`config.mk`:
```
export PLATFORM = sky130hd
export DESIGN_NAME = delimited_field_selector
export DESIGN_NICKNAME = d
export VERILOG_FILES = /design/src/rtl/core/dfs_pkg.sv /design/src/rtl/core/delimited_field_selector.sv
export SDC_FILE = /design/constraint.sdc
export NUM_CORES = 1
export LEC_CHECK = 0
export ABC_AREA = 0
export BUFFER_PORTS_ARGS = -buffer_cell sky130_fd_sc_hd__clkbuf_2
export CORE_MARGIN = 8
export CORE_UTILIZATION = 40
export DETAILED_ROUTE_END_ITERATION = 8
export GPL_ROUTABILITY_DRIVEN = 0
export SLEW_MARGIN = 0
export SYNTH_ARGS = -nofsm -noshare
export SYNTH_HDL_FRONTEND = slang
export SYNTH_SLANG_ARGS = --single-unit
```
`constraint.sdc`:
```
create_clock -name clk -period 16.05 [get_ports clk]
set_clock_uncertainty 0.1 [all_clocks]
set_input_delay 3.21 -clock clk [delete_from_list [all_inputs] [get_ports clk]]
set_output_delay 3.21 -clock clk [all_outputs]
set_load 0.05 [all_outputs]
```
`src/rtl/core/dfs_pkg.sv`:
```
// Shared constants for the delimited field selector: register indexes, codes and defaults.
package dfs_pkg;

	// default width of the field counter
	localparam int FIELD_BITS_DEF = 16;

	// configuration port geometry
	localparam int CFG_INDEX_BITS = 3;
	localparam int CFG_DATA_BITS  = 32;
	localparam int RANGE_COUNT    = 4;
	localparam int RANGE_HALF     = 16;

	// register indexes
	localparam logic [CFG_INDEX_BITS-1:0] REG_DELIMITER  = 3'd0;
	localparam logic [CFG_INDEX_BITS-1:0] REG_WHITESPACE = 3'd1;
	localparam logic [CFG_INDEX_BITS-1:0] REG_KEEP_CHAR  = 3'd2;
	localparam logic [CFG_INDEX_BITS-1:0] REG_RANGE_0    = 3'd3;
	localparam logic [CFG_INDEX_BITS-1:0] REG_RANGE_1    = 3'd4;
	localparam logic [CFG_INDEX_BITS-1:0] REG_RANGE_2    = 3'd5;
	localparam logic [CFG_INDEX_BITS-1:0] REG_RANGE_3    = 3'd6;

	// character codes
	localparam logic [7:0] TAB_CODE     = 8'd9;
	localparam logic [7:0] NEWLINE_CODE = 8'd10;
	localparam logic [7:0] CR_CODE      = 8'd13;
	localparam logic [7:0] SPACE_CODE   = 8'd32;

	// range end that means "to the end of the line"
	localparam logic [RANGE_HALF-1:0] RANGE_OPEN_END = 16'hFFFF;

	// register reset values
	localparam logic [7:0]               DELIMITER_RST = 8'd9;
	localparam logic [8:0]               KEEP_CHAR_RST = 9'd256;
	localparam logic [CFG_DATA_BITS-1:0] RANGE_0_RST   = 32'd1;
	localparam logic [CFG_DATA_BITS-1:0] RANGE_N_RST   = 32'd0;

endpackage

```
`src/rtl/core/delimited_field_selector.sv`:
```
// Delimited field selector: splits text lines into fields and passes the selected ones.
//
// Usage:
//   Input channel (in_valid/in_stall) carries one beat per byte of a line, or a
//   line_end beat that closes the line. Output channel (out_valid/out_stall)
//   carries the selected field bytes, a tab before each further selected field,
//   and a newline with line_done set for every line_end beat.
//   Configuration (cfg_valid/cfg_ready) writes delimiter, whitespace mode, keep
//   character and four packed field ranges; write it only while the block is idle.
// Timing:
//   An accepted beat is held in the input stage, is decided there in one pass,
//   and its result (if any) is loaded into the output register as the beat
//   leaves the input stage.
//   Throughput is one beat per cycle while the output is not stalled, set by the
//   single decision stage that updates the field counter and line flags once per byte.
//   A beat that selects nothing frees its slot without a result.
// Reset:
//   arst_n clears both stages, the line state and loads the register defaults.
// Stall:
//   When out_stall holds a waiting result, the input stage holds its beat and
//   in_stall rises; nothing is dropped or repeated.
module delimited_field_selector #(
	parameter int FIELD_BITS = dfs_pkg::FIELD_BITS_DEF
) (
	input  logic                                clk,
	input  logic                                arst_n,
	// input byte channel
	input  logic                                in_valid,
	output logic                                in_stall,
	input  logic [7:0]                          char_code,
	input  logic                                line_end,
	// output byte channel
	output logic                                out_valid,
	input  logic                                out_stall,
	output logic [7:0]                          out_char,
	output logic                                line_done,
	// configuration write channel
	input  logic                                cfg_valid,
	output logic                                cfg_ready,
	input  logic [dfs_pkg::CFG_INDEX_BITS-1:0]  cfg_index,
	input  logic [dfs_pkg::CFG_DATA_BITS-1:0]   cfg_data
);

	localparam int CMP_W = (FIELD_BITS > dfs_pkg::RANGE_HALF) ? FIELD_BITS : dfs_pkg::RANGE_HALF;
	localparam logic [FIELD_BITS-1:0] FIELD_MAX = {FIELD_BITS{1'b1}};

	// configuration registers
	logic [7:0]                        delim_q;
	logic                              ws_mode_q;
	logic [8:0]                        keep_char_q;
	logic [dfs_pkg::CFG_DATA_BITS-1:0] range_q [dfs_pkg::RANGE_COUNT];

	// input stage
	logic       valid_s1;
	logic [7:0] char_s1;
	logic       end_s1;

	// line state
	logic [FIELD_BITS-1:0] field_idx_q;
	logic                  line_start_q;
	logic                  keep_whole_q;
	logic                  has_out_q;

	// output register
	logic       out_valid_q;
	logic [7:0] out_char_q;
	logic       line_done_q;

	// decision signals
	logic                  out_free;
	logic                  adv;
	logic                  keep_now;
	logic                  is_sep;
	logic [FIELD_BITS-1:0] idx_next;
	logic [FIELD_BITS-1:0] idx_used;
	logic                  sel;
	logic                  emit;
	logic [7:0]            emit_char;
	logic                  emit_done;

	assign cfg_ready = 1'b1;
	assign out_valid = out_valid_q;
	assign out_char  = out_char_q;
	assign line_done = line_done_q;

	// hand-off control: advance the input stage when the output slot is free
	assign out_free = !out_valid_q || !out_stall;
	assign adv      = valid_s1 && out_free;
	assign in_stall = valid_s1 && !out_free;

	// write configuration registers; ignore indexes beyond the list
	always_ff @(posedge clk or negedge arst_n) begin
		if (!arst_n) begin
			delim_q     <= dfs_pkg::DELIMITER_RST;
			ws_mode_q   <= 1'b0;
			keep_char_q <= dfs_pkg::KEEP_CHAR_RST;
			range_q[0]  <= dfs_pkg::RANGE_0_RST;
			range_q[1]  <= dfs_pkg::RANGE_N_RST;
			range_q[2]  <= dfs_pkg::RANGE_N_RST;
			range_q[3]  <= dfs_pkg::RANGE_N_RST;
		end else if (cfg_valid && cfg_ready) begin
			unique case (cfg_index)
				dfs_pkg::REG_DELIMITER:  delim_q     <= cfg_data[7:0];
				dfs_pkg::REG_WHITESPACE: ws_mode_q   <= cfg_data[0];
				dfs_pkg::REG_KEEP_CHAR:  keep_char_q <= cfg_data[8:0];
				dfs_pkg::REG_RANGE_0:    range_q[0]  <= cfg_data;
				dfs_pkg::REG_RANGE_1:    range_q[1]  <= cfg_data;
				dfs_pkg::REG_RANGE_2:    range_q[2]  <= cfg_data;
				dfs_pkg::REG_RANGE_3:    range_q[3]  <= cfg_data;
				default: ;
			endcase
		end
	end

	// capture an input beat when the stage is empty or advancing
	always_ff @(posedge clk or negedge arst_n) begin
		if (!arst_n) begin
			valid_s1 <= 1'b0;
		end else if (!in_stall) begin
			valid_s1 <= in_valid;
		end
	end

	always_ff @(posedge clk) begin
		if (in_valid && !in_stall) begin
			char_s1 <= char_code;
			end_s1  <= line_end;
		end
	end

	// classify the held byte
	always_comb begin
		keep_now = line_start_q ? (!keep_char_q[8] && (char_s1 == keep_char_q[7:0]))
		                        : keep_whole_q;
		if (ws_mode_q) begin
			is_sep = (char_s1 == dfs_pkg::SPACE_CODE) ||
			         ((char_s1 >= dfs_pkg::TAB_CODE) && (char_s1 <= dfs_pkg::CR_CODE));
		end else begin
			is_sep = (char_s1 == delim_q);
		end
		idx_next = (field_idx_q != FIELD_MAX) ? field_idx_q + 1'b1 : field_idx_q;
		idx_used = is_sep ? idx_next : field_idx_q;
	end

	// test the field index against the union of the ranges
	always_comb begin
		logic [CMP_W-1:0] idx_w;
		logic [CMP_W-1:0] lo_w;
		logic [CMP_W-1:0] hi_w;
		logic             open_end;
		idx_w = CMP_W'(idx_used);
		sel   = 1'b0;
		for (int r = 0; r < dfs_pkg::RANGE_COUNT; r++) begin
			lo_w     = CMP_W'(range_q[r][31:16]);
			hi_w     = CMP_W'(range_q[r][15:0]);
			open_end = (range_q[r][15:0] == dfs_pkg::RANGE_OPEN_END);
			if ((idx_w >= lo_w) && (open_end || (idx_w < hi_w))) begin
				sel = 1'b1;
			end
		end
	end

	// decide the result of the held beat
	always_comb begin
		emit_done = 1'b0;
		emit_char = char_s1;
		priority if (end_s1) begin
			emit      = 1'b1;
			emit_char = dfs_pkg::NEWLINE_CODE;
			emit_done = 1'b1;
		end else if (keep_now) begin
			emit = 1'b1;
		end else if (is_sep) begin
			emit      = sel && has_out_q;
			emit_char = dfs_pkg::TAB_CODE;
		end else begin
			emit = sel;
		end
	end

	// advance the line state
	always_ff @(posedge clk or negedge arst_n) begin
		if (!arst_n) begin
			field_idx_q  <= '0;
			line_start_q <= 1'b1;
			keep_whole_q <= 1'b0;
			has_out_q    <= 1'b0;
		end else if (adv) begin
			if (end_s1) begin
				field_idx_q  <= '0;
				line_start_q <= 1'b1;
				keep_whole_q <= 1'b0;
				has_out_q    <= 1'b0;
			end else begin
				line_start_q <= 1'b0;
				keep_whole_q <= keep_now;
				if (keep_now) begin
					has_out_q <= 1'b1;
				end else if (is_sep) begin
					field_idx_q <= idx_next;
				end else if (sel) begin
					has_out_q <= 1'b1;
				end
			end
		end
	end

	// load the output register, drop it once taken
	always_ff @(posedge clk or negedge arst_n) begin
		if (!arst_n) begin
			out_valid_q <= 1'b0;
		end else if (out_free) begin
			out_valid_q <= adv && emit;
		end
	end

	always_ff @(posedge clk) begin
		if (adv && emit) begin
			out_char_q  <= emit_char;
			line_done_q <= emit_done;
		end
	end

	// checks on the line state and hand-off
	a_line_end_clears : assert property (@(posedge clk) disable iff (!arst_n)
		adv && end_s1 |=> (field_idx_q == '0) && line_start_q && !has_out_q)
		else $error("line state not cleared after line end");

	a_index_monotonic : assert property (@(posedge clk) disable iff (!arst_n)
		adv && !end_s1 |=> field_idx_q >= $past(field_idx_q))
		else $error("field index went backwards within a line");

	a_stall_needs_beat : assert property (@(posedge clk) disable iff (!arst_n)
		in_stall |-> valid_s1 && out_valid_q && out_stall)
		else $error("input stalled without a held beat and blocked output");

	a_keep_after_start : assert property (@(posedge clk) disable iff (!arst_n)
		keep_whole_q |-> !line_start_q)
		else $error("keep flag set at line start");

	a_done_is_newline : assert property (@(posedge clk) disable iff (!arst_n)
		adv && end_s1 |=> out_valid_q && line_done_q && (out_char_q == dfs_pkg::NEWLINE_CODE))
		else $error("line end did not produce a newline result");

endmodule
```
Yosys cells after proc, flatten, opt, wreduce, memory -nomap -nowiden
Index checks and enable logic that the tools add are counted.
W data, S select, Z words.
{"block": "word_totals", "reg_bits": 185, "input_bits": 49, "out_inout_bits": 12, "wordCells": 98}
{"block": "op_classes", "add_sub_neg": 1, "order_cmp": 10, "eq_ne": 16, "mux": 21, "n_reduce_logical": 33}
{"op": "$eq A16 B16 Y1 const B", "count": 4}
{"op": "$ge A16 B16 Y1", "count": 4}
{"op": "$lt A16 B16 Y1", "count": 4}
{"op": "$mux W16", "count": 4}
{"op": "$add A16 B1 Y16 const B", "count": 1}
{"op": "$eq A8 B8 Y1", "count": 2}
{"op": "$mux W8", "count": 2}
{"op": "$ne A16 B16 Y1 const B", "count": 1}
{"op": "$reduce_and A2 Y1", "count": 8}
{"op": "$mux W1", "count": 15}
{"op": "$logic_and A1 B1 Y1", "count": 11}
{"op": "$eq A3 B3 Y1 const B", "count": 3}
{"op": "$eq A8 B6 Y1 const B", "count": 1}
{"op": "$ge A8 B4 Y1 const B", "count": 1}
{"op": "$le A8 B4 Y1 const B", "count": 1}
{"op": "$eq A3 B2 Y1 const B", "count": 2}
{"op": "$logic_or A1 B1 Y1", "count": 6}
{"op": "$logic_not A1 Y1", "count": 5}
{"op": "$eq A3 B1 Y1 const B", "count": 1}
{"op": "$logic_not A3 Y1", "count": 1}
{"op": "$ne A3 B3 Y1 const B", "count": 1}
{"op": "$reduce_and A3 Y1", "count": 1}
{"op": "$reduce_bool A3 Y1", "count": 1}
{"op": "$ne A2 B2 Y1 const B", "count": 1}

Depth between registers and ports, before layout
{"block": "depth", "word_depth": 17, "depth_mapped": 18, "ltp_nobuf": 17}

Worst setup path before layout
OpenSTA, ideal clock, no wires.
{"block": "synth_timing", "kind": "input to output", "from": "input port out_stall", "to": "output port in_stall", "arrival_time_ns": 3.647, "required_ns": 12.740, "slack_ns": 9.093, "stages": 2, "n_path_buf": 0, "path_cell_list": "nand3_1 inv_1"}
{"block": "synth_between", "elab_chain_len": 4}
{"element": "start: declaration", "line": "delimited_field_selector.sv:34", "source": "input logic out_stall,"}
{"element": "$logic_not A1 Y1", "line": "delimited_field_selector.sv:87", "source": "assign out_free = !out_valid_q || !out_stall;"}
{"element": "$logic_or A1 B1 Y1", "line": "delimited_field_selector.sv:87"}
{"element": "$logic_not A1 Y1", "line": "delimited_field_selector.sv:89", "source": "assign in_stall = valid_s1 && !out_free;"}
{"element": "$logic_and A1 B1 Y1", "line": "delimited_field_selector.sv:89"}
{"element": "end: declaration", "line": "delimited_field_selector.sv:29", "source": "output logic in_stall,"}
No other way between the ends.

Worst setup path after layout
Ends and elaborated chain as after synthesis.

==> summary.txt <==
GRT
  – First-pass GRT wire length: 42900 um
  – Largest net degree at the start of global routing: 74
  – GRT Residual Overflow: 0
  – Vias in the first global route: 8031
  – GRT Total Usage: 16.5%
  – Antenna violations before repair: 0

Worst hold path
  – HP Start: line_start_q
  – Worst Hold Path EP: line_start_q
  – Cell count of the worst hold path: 2
  – HP Class: flip-flop to flip-flop

Critical path
  – R2r setup slk: 10.11 ns
  – Critical path endpoint category: output pin
  – Cell mode on critical path: clkbuf_2
  – Max incr delay on CP: 0.27 ns
  – WP data arrival: 3.76 ns
  – Setup CP Type: primary input to output pin
  – Launching point of the worst reg2reg path: char_s1[1]
  – Register-to-Register Path Depth: 15
  – Slowest cell on crit path: clkbuf_2
  – Critical path, cell by cell: clkbuf_2 -> nand3_1 -> inv_1 -> clkbuf_2
  – R2r endpoint: out_char[2]
  – Req. time, crit path: 12.74 ns
  – Startpoint class of the critical path: primary input
  – Crit path max fanout: 3

Layout
  – Ant. Diodes: 0
  – Area delta synth->final: 12.8%
  – Layout cells sized above 1: 22.2%
  – Fin nets: 1257
  – Post-route cell area: 12200 sq um
  – Non-filler instance count after layout: 1437
  – Layout fillers: 2557

Timing
  – RSZ-0062 raised after global routing: no
  – Final hold vios: 0
  – Slew HR: 21.3%
  – Final setup viols: 0
  – Fin crit period: 7.07 ns
  – Setup Total Neg Slack: 0 ns
  – Final slew viol count: 0
  – Tightest Pin Transition: 1.18 ns
  – Period utilization: 44.1%
  – Peak Freq: 0.141 GHz

Clock network
  – CTS max path bufs: 2
  – TritonCTS clock tree: yes
  – Clock Sinks: 185
  – Post_cts resized: 0
  – Clock root cell: clkbuf_16
  – Postcts setup bufs: 0
  – Reg clk slew, reported paths: 0.08 ns
  – Number of H-tree levels: 4
  – Num CTS Buffers: 17
  – # hold bufs at CTS: 0
  – Later-pin clock latency in the skew report: 0.44 ns

Floorplan
  – Core area: 26700 sq um
  – Initial Util: 40.4%
  – Top Ports: 61
  – Die footprint: 32500 sq um
  – Chip width: 180 um
  – Cell Rows: 60
  – Die Ht: 180 um

Pwr
  – Leakage power: 5.97 nW
  – P per Cell Area: 109 nW/um^2
  – Max rail drop VDD: 0.0519 mV

Logic synthesis
  – Dominant cells by area after synthesis: dfrtp_1 38%, ha_1 14%, mux2_2 12%
  – Top cell type by total area after synthesis: dfrtp_1
  – Post-synth EDFFs: 18
  – Synthesized instance count: 1011
  – Mapped Nets: 1185
  – Yosys top cell area share: 37.6%
  – Warnings from Yosys: 0
  – Top cell types by occurrence after synthesis: 162 x dfrtp_1, 132 x inv_1, 125 x ha_1, 117 x mux2_2, 66 x nand2_1
  – Yosys reg bits: 185
  – Sequential fraction of the synthesis area: 43.8%
  – Synth unique cells: 62
  – Mapped Area: 10800 sq um
  – Async SR Flop Fraction: 90.3%
  – Top-count cell post-synth: dfrtp_1
  – Ys flop type: dfrtp_1
  – Synthesized area per cell: 10.7 sq um

Route
  – Drt total wl: 25900 um
  – Post-DR wirelength/cell: 18.0 um
  – Initial DRT Pass Iterations: 5
  – DRC Markers: 0
  – Drt initial violations: 502
  – Final ANT Viol Nets: 0
  – Vias per cell: 5.37
  – Vias: 7720

Place
  – Post-DP HPWL: 19200 um
  – Post-Place Cell Area: 11600 sq um
  – Placed Instances: 1405
  – Number of I/O port buffers: 59

Job
  – Max-cap violation count: 0

Run status
  – Status: complete, no violations
-- cell usage in the layout (no fill, tap or decap), drive strengths merged, types with 5 or more instances in the layout --
master,n
a2111oi,5
nor2b,6
buf,20
ha,125
nor4,18
xor2,22
nor2,21
inv,141
dfrtp,162
a21oi,35
nand2,66
nor3,16
o21ai,62
o21a,11
nand3,16
dfstp,5
and2,9
nand4,34
a22o,12
a211oi,8
mux2,117
clkbuf,75
edfxtp,18
nand2b,9
a21o,22
-- power by group --
group	internal (mW)	switching, mW	total [mW]
registers	0.564	0.0554	0.619
clock network	0.236	0.201	0.437
logic	0.123	0.147	0.270
total	0.923	0.403	1.33
-- worst max-delay path: cells and delay by family --
family | cells | cell delay (ns)
AND/OR/NAND/NOR | 1 | 0.11
buffers and inverters | 3 | 0.43
-- cells by family after synthesis --
logic type,share of synthesized area [%]
simple gates,10.8
compound gates,11.0
flops,43.8
buf+inv,5.56
fa+ha+maj,14.5
mux,12.2
xor+xnor,2.18
other cells,0.0347
-- final cells by class --
class                   count  area (sq um)  area share, %
multi-input cells         669          5470           45.0
flip-flops and latches    185          4730           38.8
inverters                 132           495           4.07
repair buffers             78           444           3.65
well taps                 341           427           3.51
clock buffers              17           425           3.50
clock inverters            15           180           1.48
-- worst max path at each step --
| stage | startpoint | end | slack (ns) | depth (start not counted) |
|---|---|---|---|---|
| CTS | out_stall | in_stall | 8.97 | 4 |
| finish | out_stall | in_stall | 8.98 | 4 |
| floorplan | out_stall | in_stall | 9.09 | 2 |
| global placement | out_stall | in_stall | 8.97 | 4 |
| detailed placement | out_stall | in_stall | 8.97 | 4 |
| global route | out_stall | in_stall | 8.92 | 4 |
-- layer usage --
layer	wire, um	GRT usage [%]	vias up
met5	0	0	-
met4	484	5.09	0
met3	722	2.74	37
met2	11900	26.7	110
met1	12800	22.2	3812
li1	-	-	3761
-- metrics by stage --
| step | utilization (%) | hold slack, ns | setup WS, ns | total power, mW |
|---|---|---|---|---|
| after CTS | 45.5 | 0.378 | 8.97 | 1.34 |
| after floorplan | - | 0.346 | 9.09 | 0.812 |
| after detailed placement | 43.3 | 0.367 | 8.97 | 0.899 |
| final | 45.5 | 0.376 | 8.98 | 1.33 |
| after global routing | 45.5 | 0.414 | 8.92 | 1.41 |
| after global placement | 43.3 | 0.360 | 8.97 | 0.890 |
-- state kept, by name, indices dropped and copies added, names as in the netlist --
| signal | count |
|---|---|
| keep_char_q | 9 |
| out_valid | 1 |
| line_done | 1 |
| char_s1 | 8 |
| ws_mode_q | 1 |
| delim_q | 8 |
| out_char | 8 |
| valid_s1 | 1 |
| line_start_q | 1 |
| range_q | 128 |
| field_idx_q | 16 |
| keep_whole_q | 1 |
| end_s1 | 1 |
| has_out_q | 1 |
Power figures use the tool's default switching activity.
